### src/hdl/ebcc_pkg.sv
package ebcc_pkg;

  localparam int unsigned ByteW = 8;
  localparam int unsigned CfgIdxW = 3;
  localparam logic [ByteW-1:0] CrcPoly = 8'h9b;
  localparam logic [ByteW-1:0] CrcInit = 8'h00;

  localparam logic [ByteW-1:0] SyncCodeRst = 8'haa;
  localparam logic [ByteW-1:0] EscCodeRst = 8'ha9;
  localparam logic [ByteW-1:0] SyncSubRst = 8'h01;
  localparam logic [ByteW-1:0] EscSubRst = 8'h00;

  typedef enum logic [CfgIdxW-1:0] {
    CFG_DECODE_MODE = 3'd0,
    CFG_SYNC_CODE   = 3'd1,
    CFG_ESC_CODE    = 3'd2,
    CFG_SYNC_SUB    = 3'd3,
    CFG_ESC_SUB     = 3'd4
  } cfg_reg_e;

  typedef struct packed {
    logic             decode_mode;
    logic [ByteW-1:0] sync_code;
    logic [ByteW-1:0] escape_code;
    logic [ByteW-1:0] sync_substitute;
    logic [ByteW-1:0] escape_substitute;
  } cfg_t;

  // CRC state shifted through the polynomial eight times, MSB first
  function automatic logic [ByteW-1:0] crc_shift(input logic [ByteW-1:0] c);
    logic [ByteW-1:0] v;
    v = c;
    for (int i = 0; i < ByteW; i++) begin
      if (v[ByteW-1]) begin
        v = {v[ByteW-2:0], 1'b0} ^ CrcPoly;
      end else begin
        v = {v[ByteW-2:0], 1'b0};
      end
    end
    return v;
  endfunction

endpackage

### src/hdl/ebcc_cfg.sv
module ebcc_cfg (
  input  logic                         clk_i,
  input  logic                         rst_ni,
  input  logic                         cfg_valid_i,
  output logic                         cfg_ready_o,
  input  logic [ebcc_pkg::CfgIdxW-1:0] cfg_index_i,
  input  logic [ebcc_pkg::ByteW-1:0]   cfg_data_i,
  output ebcc_pkg::cfg_t               cfg_o
);

  ebcc_pkg::cfg_t cfg_q;
  ebcc_pkg::cfg_t cfg_d;

  assign cfg_ready_o = 1'b1;

  always_comb begin
    cfg_d = cfg_q;
    if (cfg_valid_i) begin
      unique case (ebcc_pkg::cfg_reg_e'(cfg_index_i))
        ebcc_pkg::CFG_DECODE_MODE: cfg_d.decode_mode = cfg_data_i[0];
        ebcc_pkg::CFG_SYNC_CODE:   cfg_d.sync_code = cfg_data_i;
        ebcc_pkg::CFG_ESC_CODE:    cfg_d.escape_code = cfg_data_i;
        ebcc_pkg::CFG_SYNC_SUB:    cfg_d.sync_substitute = cfg_data_i;
        ebcc_pkg::CFG_ESC_SUB:     cfg_d.escape_substitute = cfg_data_i;
        default: ;
      endcase
    end
  end

  always_ff @(posedge clk_i or negedge rst_ni) begin
    if (!rst_ni) begin
      cfg_q.decode_mode       <= 1'b0;
      cfg_q.sync_code         <= ebcc_pkg::SyncCodeRst;
      cfg_q.escape_code       <= ebcc_pkg::EscCodeRst;
      cfg_q.sync_substitute   <= ebcc_pkg::SyncSubRst;
      cfg_q.escape_substitute <= ebcc_pkg::EscSubRst;
    end else begin
      cfg_q <= cfg_d;
    end
  end

  assign cfg_o = cfg_q;

endmodule

### src/hdl/ebcc_core.sv
module ebcc_core (
  input  logic                       clk_i,
  input  logic                       rst_ni,
  input  ebcc_pkg::cfg_t             cfg_i,
  input  logic                       in_valid_i,
  output logic                       in_ready_o,
  input  logic [ebcc_pkg::ByteW-1:0] in_byte_i,
  input  logic                       in_first_i,
  output logic                       out_valid_o,
  input  logic                       out_ready_i,
  output logic [ebcc_pkg::ByteW-1:0] out_byte_o,
  output logic                       out_byte_valid_o,
  output logic [ebcc_pkg::ByteW-1:0] out_crc_o,
  output logic                       out_last_o
);

  // input stage
  logic                       in_valid_q;
  logic [ebcc_pkg::ByteW-1:0] in_byte_q;
  logic                       in_first_q;
  logic                       phase_q;

  // running state
  logic [ebcc_pkg::ByteW-1:0] crc_q, crc_d;
  logic                       pend_q, pend_d;

  // result stage
  logic                       out_valid_q;
  logic [ebcc_pkg::ByteW-1:0] out_byte_q, out_byte_d;
  logic                       out_bv_q, out_bv_d;
  logic [ebcc_pkg::ByteW-1:0] out_crc_q;
  logic                       out_last_q, out_last_d;

  logic                       is_sync, is_code, two_beats, fire, restart;
  logic [ebcc_pkg::ByteW-1:0] crc_base, feed_byte;
  logic                       pend_base;

  assign is_sync   = (in_byte_q == cfg_i.sync_code);
  assign is_code   = is_sync || (in_byte_q == cfg_i.escape_code);
  assign two_beats = !cfg_i.decode_mode && is_code;
  assign restart   = in_first_q && !phase_q;
  assign crc_base  = restart ? ebcc_pkg::CrcInit : crc_q;
  assign pend_base = restart ? 1'b0 : pend_q;
  assign fire      = in_valid_q && (!out_valid_q || out_ready_i);

  always_comb begin
    out_bv_d   = 1'b1;
    out_last_d = !two_beats || phase_q;
    pend_d     = pend_base;
    out_byte_d = in_byte_q;
    feed_byte  = in_byte_q;
    if (!cfg_i.decode_mode) begin
      if (two_beats) begin
        if (phase_q) begin
          out_byte_d = is_sync ? cfg_i.sync_substitute : cfg_i.escape_substitute;
        end else begin
          out_byte_d = cfg_i.escape_code;
        end
      end
      feed_byte = out_byte_d;
    end else if (is_code) begin
      pend_d     = 1'b1;
      out_bv_d   = 1'b0;
      out_byte_d = '0;
    end else if (pend_base) begin
      pend_d     = 1'b0;
      out_byte_d = (in_byte_q == cfg_i.sync_substitute) ? cfg_i.sync_code
                                                         : cfg_i.escape_code;
    end
    crc_d = ebcc_pkg::crc_shift(crc_base) ^ feed_byte;
  end

  assign in_ready_o = !in_valid_q || (fire && out_last_d);

  always_ff @(posedge clk_i or negedge rst_ni) begin
    if (!rst_ni) begin
      in_valid_q  <= 1'b0;
      phase_q     <= 1'b0;
      crc_q       <= ebcc_pkg::CrcInit;
      pend_q      <= 1'b0;
      out_valid_q <= 1'b0;
    end else begin
      if (in_valid_i && in_ready_o) begin
        in_valid_q <= 1'b1;
      end else if (fire && out_last_d) begin
        in_valid_q <= 1'b0;
      end
      if (fire) begin
        phase_q     <= !out_last_d;
        crc_q       <= crc_d;
        pend_q      <= pend_d;
        out_valid_q <= 1'b1;
      end else if (out_ready_i) begin
        out_valid_q <= 1'b0;
      end
    end
  end

  always_ff @(posedge clk_i) begin
    if (in_valid_i && in_ready_o) begin
      in_byte_q  <= in_byte_i;
      in_first_q <= in_first_i;
    end
    if (fire) begin
      out_byte_q <= out_byte_d;
      out_bv_q   <= out_bv_d;
      out_crc_q  <= crc_d;
      out_last_q <= out_last_d;
    end
  end

  assign out_valid_o      = out_valid_q;
  assign out_byte_o       = out_byte_q;
  assign out_byte_valid_o = out_bv_q;
  assign out_crc_o        = out_crc_q;
  assign out_last_o       = out_last_q;

endmodule

### src/hdl/ebus_escape_crc_codec.sv
// An accepted input beat is held in the input stage and its result is registered in
// the result stage. Throughput: one input beat per cycle while the result side does
// not stall; an encoded sync or escape byte yields two result beats and holds the
// input stage until the second one is produced. Reset (rst_ni low, asynchronous): CRC
// and pending escape cleared, configuration back to its defaults, both stages emptied.
module ebus_escape_crc_codec (
  input  logic                         clk_i,
  input  logic                         rst_ni,
  input  logic                         cfg_valid_i,
  output logic                         cfg_ready_o,
  input  logic [ebcc_pkg::CfgIdxW-1:0] cfg_index_i,
  input  logic [ebcc_pkg::ByteW-1:0]   cfg_data_i,
  input  logic                         s_axis_tvalid_i,
  output logic                         s_axis_tready_o,
  input  logic [7:0]                   s_axis_tdata_i,  // [7:0] data_byte
  input  logic                         s_axis_tuser_i,  // [0] first
  output logic                         m_axis_tvalid_o,
  input  logic                         m_axis_tready_i,
  output logic [15:0]                  m_axis_tdata_o,  // [7:0] out_byte, [15:8] crc_value
  output logic                         m_axis_tuser_o,  // [0] byte_valid
  output logic                         m_axis_tlast_o
);

  ebcc_pkg::cfg_t cfg;

  ebcc_cfg u_cfg (
    .clk_i       (clk_i),
    .rst_ni      (rst_ni),
    .cfg_valid_i (cfg_valid_i),
    .cfg_ready_o (cfg_ready_o),
    .cfg_index_i (cfg_index_i),
    .cfg_data_i  (cfg_data_i),
    .cfg_o       (cfg)
  );

  ebcc_core u_core (
    .clk_i            (clk_i),
    .rst_ni           (rst_ni),
    .cfg_i            (cfg),
    .in_valid_i       (s_axis_tvalid_i),
    .in_ready_o       (s_axis_tready_o),
    .in_byte_i        (s_axis_tdata_i),
    .in_first_i       (s_axis_tuser_i),
    .out_valid_o      (m_axis_tvalid_o),
    .out_ready_i      (m_axis_tready_i),
    .out_byte_o       (m_axis_tdata_o[7:0]),
    .out_byte_valid_o (m_axis_tuser_o),
    .out_crc_o        (m_axis_tdata_o[15:8]),
    .out_last_o       (m_axis_tlast_o)
  );

endmodule

### config.mk
export PLATFORM = sky130hd
export DESIGN_NAME = ebus_escape_crc_codec
export DESIGN_NICKNAME = d
export VERILOG_FILES = /design/src/hdl/ebcc_pkg.sv /design/src/hdl/ebcc_cfg.sv /design/src/hdl/ebcc_core.sv /design/src/hdl/ebus_escape_crc_codec.sv
export SDC_FILE = /design/constraint.sdc
export NUM_CORES = 1
export LEC_CHECK = 0
export BUFFER_PORTS_ARGS = -buffer_cell sky130_fd_sc_hd__buf_2
export CAP_MARGIN = 20
export CORE_MARGIN = 4
export CORE_UTILIZATION = 63
export DETAILED_ROUTE_END_ITERATION = 12
export GPL_TIMING_DRIVEN = 0
export PLACE_DENSITY = 0.85
export SLEW_MARGIN = 0
export SYNTH_ARGS = -nofsm -noshare
export SYNTH_HDL_FRONTEND = slang
export SYNTH_SLANG_ARGS = --single-unit
### constraint.sdc
create_clock -name clk_i -period 4 [get_ports clk_i]
set_input_delay 0.8 -clock clk_i [delete_from_list [all_inputs] [get_ports clk_i]]
set_output_delay 0.8 -clock clk_i [all_outputs]
set_load 0.03 [all_outputs]
==> results of run 1 <==
per-stage QoR:
stage | cells | util (%) | hold WS (ns)
2_1_floorplan | 351 | - | 0.4503
3_3_place_gp | 470 | 70.74 | 0.4589
3_5_place_dp | 470 | 70.74 | 0.4736
4_1_cts | 486 | 73.95 | 0.4906
5_1_grt | 487 | 74.29 | 0.3683
6_report | 487 | 74.29 | 0.3545
per-layer routing:
| metal | global-route usage [%] | wire length, µm |
|---|---|---|
| met4 | 9.632 | 182 |
| met2 | 39.15 | 4137 |
| met3 | 3.612 | 443 |
| met5 | 0 | 0 |
| met1 | 29.84 | 3412 |
layout make-up:
cell class                 count  area (µm²)
inverter                      10       37.54
timing repair buffer          45       240.2
clock buffer                  11       162.7
multi-input combinational    245        1802
fill                         424        1531
sequential                    72        1948
tap                           75       93.84
buffer                        24       111.4
clock inverter                 5       28.78
worst reg2reg max path, delay by kind of cell, from the launching register on:
| kind | cells | cell delay [ns] |
|---|---|---|
| compound gates | 2 | 0.71 |
| simple gates | 3 | 0.70 |
| flops | 1 | 0.37 |
| buf+inv | 2 | 0.37 |
| xor+xnor | 1 | 0.28 |
where the power goes:
| part | total (mW) | switching, mW | internal [mW] |
|---|---|---|---|
| sequential | 1.12 | 0.140 | 0.984 |
| combinational | 0.995 | 0.564 | 0.432 |
| clock | 0.537 | 0.262 | 0.275 |
synth_stat cells, drive strengths merged, types with 2 or more instances:
cell type and count:
a211oi 7, a21oi 14, a2bb2oi 5, a31oi 4, and4 2, buf 12
clkbuf 12, dfrtp 36, dfstp 9, edfxtp 27, inv 9, mux2 29
mux2i 12, nand2 33, nand2b 5, nand3 5, nand4 6, nor2 22
nor3 5, nor4 3, nor4bb 2, o21ai 20, o221ai 3, o22ai 2
o2bb2ai 8, o31ai 3, xnor2 29, xor2 14
sequential cells by signal, summed over array words and instances, names as in the netlist:
name,flops
u_core.in_valid_q,1
u_core.phase_q,1
u_core.crc_q,8
u_cfg.cfg_o,33
u_core.out_crc_o,8
u_core.out_valid_o,1
u_core.out_byte_valid_o,1
u_core.pend_q,1
u_core.out_last_o,1
u_core.out_byte_o,8
u_core.in_first_q,1
u_core.in_byte_q,8
final timing paths:
check / endpoint / slack [ns] / depth (start not counted)
max in group asynchronous: u_cfg.cfg_o[27]$_DFFE_PN1P_ / 3.09 / 2
min in group clk_i: u_core.out_valid_o$_DFFE_PN0P_ / 0.49 / 1
setup reg to reg: u_core.in_byte_q[2]$_DFFE_PP_ / 1.29 / 8
hold / removal: u_core.crc_q[4]$_DFFE_PN0P_ / 0.35 / 1
setup / recovery: s_axis_tready_o / 0.55 / 8
hold reg to reg: u_core.out_valid_o$_DFFE_PN0P_ / 0.49 / 1
cell families after synthesis:
kind of cell / Yosys count / share of synthesized area [%]
muxes: 41 / 11.46
buffers and inverters: 34 / 3.819
AOI/OAI and AO/OA: 70 / 13.67
DFF: 72 / 49.97
and+or+nand+nor: 90 / 11.33
other: 1 / 0.09618
xor gates and xnor gates: 43 / 9.660
==> metrics.log, run 1 <==
INFO  metric synth_flop_cell = dfrtp_1
INFO  metric grt_pass1_wl = 13,390 µm
INFO  metric total_leakage_power = 1.787 nW
INFO  metric cts.repair_timing.setup_buffer_count = 0
INFO  metric route.antenna.remaining_nets = 0
INFO  metric gp_congestion = 0.8934
INFO  metric hold_buffers = 0
INFO  metric synthCells = 351
INFO  metric max_fo_critical_path = 10
INFO  metric total_die_area = 7511 µm²
INFO  metric timing.critical_path.cells = buf_2, xnor2_1, and4_1, buf_2, nand2_4, a211oi_4, o21ai_0, buf_2
INFO  metric setup_ws = 0.5510 ns
INFO  metric tritoncts = done
INFO  metric cts_buffers = 9
INFO  metric skew = 0.01025 ns
INFO  metric reg2reg_from = u_core.in_byte_q[4]$_DFFE_PP_
INFO  metric clkTransAtPathRegs = 0.08 ns
INFO  metric crit_path_top_delay_cell = a211oi_4
INFO  metric post_detail_place_hpwl = 6140 µm
INFO  metric max_capacitance_violation_count = 0
INFO  metric crit_start = u_core.in_byte_q[4]$_DFFE_PP_
INFO  metric crit_buf_inv = 3
INFO  metric cp.arrival = 2.65 ns
INFO  metric yosysTopAreaCellShare = 23.11%
INFO  metric h-tree-depth = 3
INFO  metric finish.instance_area = 4424 µm²
INFO  metric timing.hold.worst.class = input pin to async pin
INFO  metric dr_total_vias = 2,835
INFO  metric commonest_non_fill_non_tap_cell_in_the_layout = buf_2
INFO  metric timing.setup.tns = 0 ns
INFO  metric io_buffers = 44
INFO  metric library_cell_used_as_clock_root_buffer = clkbuf_8
INFO  metric clock_tree.buffer_depth = 2
INFO  metric netlist-cell-type-count = 51
INFO  metric initial_antenna_violation_count = 0
INFO  metric place_ws = 0.8915 ns
INFO  metric dr.pass1.iters = 5
INFO  metric most-common-layout-cells = buf_2 (54), dfrtp_1 (36), nand2_1 (32)
INFO  metric final_max_slew_viol_count = 0
INFO  metric numClockSinks = 72
INFO  metric critical_path_class = flop to output port
INFO  metric outcome = finished clean
INFO  metric flow.area_growth_from_synthesis = 13.48%
INFO  metric post_drt_via_cell_ratio = 5.821
INFO  metric cts.repair.resized = 0
INFO  metric setup.worst_path.end_class = output port
INFO  metric netlist_area = 3899 µm²
INFO  metric synthesis.yosys.warnings = 0
INFO  metric first_global_vias = 2,738
INFO  metric antenna_cells = 0
INFO  metric die_w = 86.67 µm
INFO  metric critPathMaxStageDelay = 0.47 ns
INFO  metric synth-seq-area-share = 49.97%
INFO  metric postPlaceCellArea = 4213 µm²
INFO  metric overflow = 0
INFO  metric final_layout_size_suffix_gt1_share = 30.10%
INFO  metric finalWorstPathRequiredPeriod = 3.449 ns
INFO  metric worst_path_dominant_cell_family = compound AO/OA/AOI/OAI gates
INFO  metric total_power = 2.656 mW
INFO  metric drtIter0Drc = 287
INFO  metric critical_path.startpoint_type = flop
INFO  metric max-slew-margin-rel = 43.36%
INFO  metric power_density = 600.4 nW/µm²
INFO  metric hold_viol_final = 0
INFO  metric core = 5956 µm²
INFO  metric routed_wirelength = 8176 µm
INFO  metric achievable-frequency = 289.9 MHz
INFO  metric mappedNetlistNets = 376
INFO  metric leading_post_synthesis_cells_by_cell_area = dfrtp_1 (23%), edfxtp_1 (21%), mux2_2 (8.4%)
INFO  metric detail_route.drc_violations = 0
INFO  metric irDropWorstVdd = 0.3461 mV
INFO  metric finalSetupViolCount = 0
INFO  metric initial_utilization = 65.46%
INFO  metric wl_per_cell = 16.79 µm
INFO  metric floorplan.io_pins = 46
INFO  metric postSynth.asyncResetShare = 62.50%
INFO  metric clock_latency = 0.34 ns
INFO  metric netlist.top_cell.by_area = dfrtp_1
INFO  metric crit_top_cell = buf_2
INFO  metric rows = 28
INFO  metric synth_edf_count = 27
INFO  metric synth.ff_latch_count = 72
INFO  metric rsz0062_at_grt = no
INFO  metric post-route-period-util = 86.22%
INFO  metric timing.critical_path.required = 3.20 ns
INFO  metric timing_worst_slew_pin_value = 0.8444 ns
INFO  metric maximum_number_of_pins_on_one_net_before_global_route_repair = 46
INFO  metric avgSynthCellArea = 11.11 µm²
INFO  metric final_net_count = 432
INFO  metric die_h = 86.67 µm
INFO  metric globalRouteTotalUtil = 23.21%
Power figures use the tool's default switching activity.
==> run 2: changes to the inputs <==
Settings changed: RECOVER_POWER set to 25.
==> run 2 against run 1 <==
Compared with the run above:
- the run now ends with capacitance limit, slew limit left
- die area unchanged
- first-iteration DRC count decreased by 14%
- clock skew about the same
- critical endpoint unchanged
==> metrics.log, run 2 (synthesized netlist as in run 1, its figures left out) <==
INFO  metric cts_buffers = 9 (unchanged)
INFO  metric wl_per_cell = 16.66 µm (-0.77%)
INFO  metric finish.instance_area = 4407 µm² (-0.40%)
INFO  metric globalRouteTotalUtil = 23.21% (unchanged)
INFO  metric skew = 0.01034 ns (+0.00009420 ns)
INFO  metric finalWorstPathRequiredPeriod = 3.462 ns (+0.01335 ns)
INFO  metric initial_utilization = 65.46% (unchanged)
INFO  metric dr.pass1.iters = 5 (unchanged)
INFO  metric final_layout_size_suffix_gt1_share = 29.61% (-0.49 points)
INFO  metric maximum_number_of_pins_on_one_net_before_global_route_repair = 46 (unchanged)
INFO  metric layout.area.seq = 1948 µm² (unchanged)
INFO  metric first_global_vias = 2,738 (unchanged)
INFO  metric die_h = 86.67 µm (unchanged)
INFO  metric irDropWorstVdd = 0.3460 mV (about the same)
INFO  metric multi_input_area = 1802 µm² (unchanged)
INFO  metric dr_total_vias = 2,841 (+0.21%)
INFO  metric critical_path_class = flop to output port
INFO  metric cts.repair_timing.setup_buffer_count = 0 (unchanged)
INFO  metric cts.repair.resized = 0 (unchanged)
INFO  metric antenna_cells = 0 (unchanged)
INFO  metric post_detail_place_hpwl = 6140 µm (unchanged)
INFO  metric finalSetupViolCount = 0 (unchanged)
INFO  metric hold_buffers = 0 (unchanged)
INFO  metric setup_ws = 0.5377 ns (-0.01335 ns)
INFO  metric crit_buf_inv = 3 (unchanged)
INFO  metric achievable-frequency = 288.8 MHz (-0.39%)
INFO  metric critical_path.startpoint_type = flop
INFO  metric initial_antenna_violation_count = 0 (unchanged)
INFO  metric critPathMaxStageDelay = 0.47 ns (about the same)
INFO  metric timing.critical_path.required = 3.20 ns (about the same)
INFO  metric clkTransAtPathRegs = 0.08 ns (about the same)
INFO  metric clock_tree.buffer_depth = 2 (unchanged)
INFO  metric clock_latency = 0.34 ns (about the same)
INFO  metric numClockSinks = 72 (unchanged)
INFO  metric worst_path_dominant_cell_family = compound AO/OA/AOI/OAI gates
INFO  metric timing.setup.tns = 0 ns (unchanged)
INFO  metric core = 5956 µm² (unchanged)
INFO  metric h-tree-depth = 3 (unchanged)
INFO  metric p_comb_share = 37.4% (about the same)
INFO  metric switch_pwr = 961.8 µW (-0.35%)
INFO  metric timing.hold.worst.class = flop to flop
INFO  metric max-slew-margin-rel = -15.30% (-59 points)
INFO  metric total_die_area = 7511 µm² (unchanged)
INFO  metric crit_top_cell = buf_2
INFO  metric rows = 28 (unchanged)
INFO  metric fill_cells = 424 (unchanged)
INFO  metric commonest_non_fill_non_tap_cell_in_the_layout = buf_2
INFO  metric timing_worst_slew_pin_value = 1.729 ns (+0.8850 ns)
INFO  metric tritoncts = done
INFO  metric timing.critical_path.cells = buf_2, xnor2_1, and4_1, buf_2, nand2_4, a211oi_4, o21ai_0, buf_2
INFO  metric die_w = 86.67 µm (unchanged)
INFO  metric gp_congestion = 0.8934 (unchanged)
INFO  metric grt_pass1_wl = 13,390 µm (unchanged)
INFO  metric cell_internal_pwr = 1.689 mW (-0.12%)
INFO  metric flip_flop_count_of_the_largest_register_all_copies_and_words_added = 33 (unchanged)
INFO  metric violations = capacitance limit, slew limit
INFO  metric rsz0062_at_grt = no
INFO  metric outcome = finished, violations left
INFO  metric post_drt_via_cell_ratio = 5.834 (+0.21%)
INFO  metric max_capacitance_violation_count = 1 (+1)
INFO  metric floorplan.io_pins = 46 (unchanged)
INFO  metric crit_path_top_delay_cell = a211oi_4
INFO  metric postPlaceCellArea = 4213 µm² (unchanged)
INFO  metric final_max_slew_viol_count = 34 (+34)
INFO  metric place_ws = 0.8915 ns (unchanged)
INFO  metric p_sw_share = 36.28% (-0.055 points)
INFO  metric routed_wirelength = 8113 µm (-0.77%)
INFO  metric p_seq_share = 42.4% (about the same)
INFO  metric final_net_count = 432 (unchanged)
INFO  metric flow.area_growth_from_synthesis = 13.03%
INFO  metric setup.worst_path.end_class = output port
INFO  metric cp.arrival = 2.66 ns (about the same)
INFO  metric overflow = 0 (unchanged)
INFO  metric drtIter0Drc = 248 (-14%)
INFO  metric route.antenna.remaining_nets = 0 (unchanged)
INFO  metric power_frac_clock = 20.2% (about the same)
INFO  metric hold_viol_final = 0 (unchanged)
INFO  metric post-route-period-util = 86.56% (+0.33 points)
INFO  metric library_cell_used_as_clock_root_buffer = clkbuf_8
INFO  metric total_leakage_power = 1.776 nW (-0.61%)
INFO  metric io_buffers = 44 (unchanged)
INFO  metric max_fo_critical_path = 10 (unchanged)
INFO  metric power_density = 601.6 nW/µm² (+0.19%)
INFO  metric detail_route.drc_violations = 0 (unchanged)
INFO  metric most-common-layout-cells = buf_2 (53), dfrtp_1 (36), nand2_1 (32)
## run 2: through the flow
stage                     instances  utilization, %  hold slack [ns]  power (mW)
after floorplan                 351               -           0.4503       1.886
after global placement          470           70.74           0.4589       2.069
after detailed placement        470           70.74           0.4736       2.118
after CTS                       486           73.95           0.4906       2.658
after global routing            487           73.99           0.5347       2.808
final                           487           73.99           0.4873       2.651
## run 2: routing by layer
layer,global-route usage [%],wire length [µm]
met5,0,0
met4,9.632,180
met3,3.612,460
met2,39.15,4108
met1,29.84,3363
## run 2: worst paths after layout
kind | from | end | slack (ns) | depth (start not counted)
setup reg to reg | u_core.in_byte_q[4]$_DFFE_PP_ | u_core.in_byte_q[2]$_DFFE_PP_ | 1.27 | 8
min in group asynchronous | rst_ni | u_core.in_valid_q$_DFFE_PN0P_ | 0.50 | 1
hold / removal | u_core.in_valid_q$_DFFE_PN0P_ | u_core.out_valid_o$_DFFE_PN0P_ | 0.49 | 1
max in group asynchronous | rst_ni | u_cfg.cfg_o[30]$_DFFE_PN0P_ | 1.44 | 2
hold reg to reg | u_core.in_valid_q$_DFFE_PN0P_ | u_core.out_valid_o$_DFFE_PN0P_ | 0.49 | 1
setup / recovery | u_core.in_byte_q[4]$_DFFE_PP_ | s_axis_tready_o | 0.54 | 8
## run 2: worst register-to-register path: stages, from the launching register on
cell	delay, ns
edfxtp_1	0.37
buf_2	0.19
xnor2_1	0.29
and4_1	0.23
buf_2	0.18
nand2_4	0.13
a211oi_4	0.48
o21ai_0	0.23
and2_1	0.34
## run 2: power by group through the flow
stage / sequential [mW] / clock [mW] / combinational [mW]
after CTS: 1.12 / 0.543 / 0.991
after global routing: 1.14 / 0.579 / 1.09
after floorplan: 1.19 / 0 / 0.692
after global placement: 1.13 / 0 / 0.941
after detailed placement: 1.14 / 0 / 0.979
final: 1.12 / 0.535 / 0.991
## run 2: area by class of cell
cell class              count  area share, %
well taps                  75          2.129
repair buffers             45          5.054
clock inverters             5         0.6530
flip-flops and latches     72          44.21
multi-input cells         245          40.89
plain buffers              24          2.527
clock buffers              11          3.691
inverters                  10         0.8518
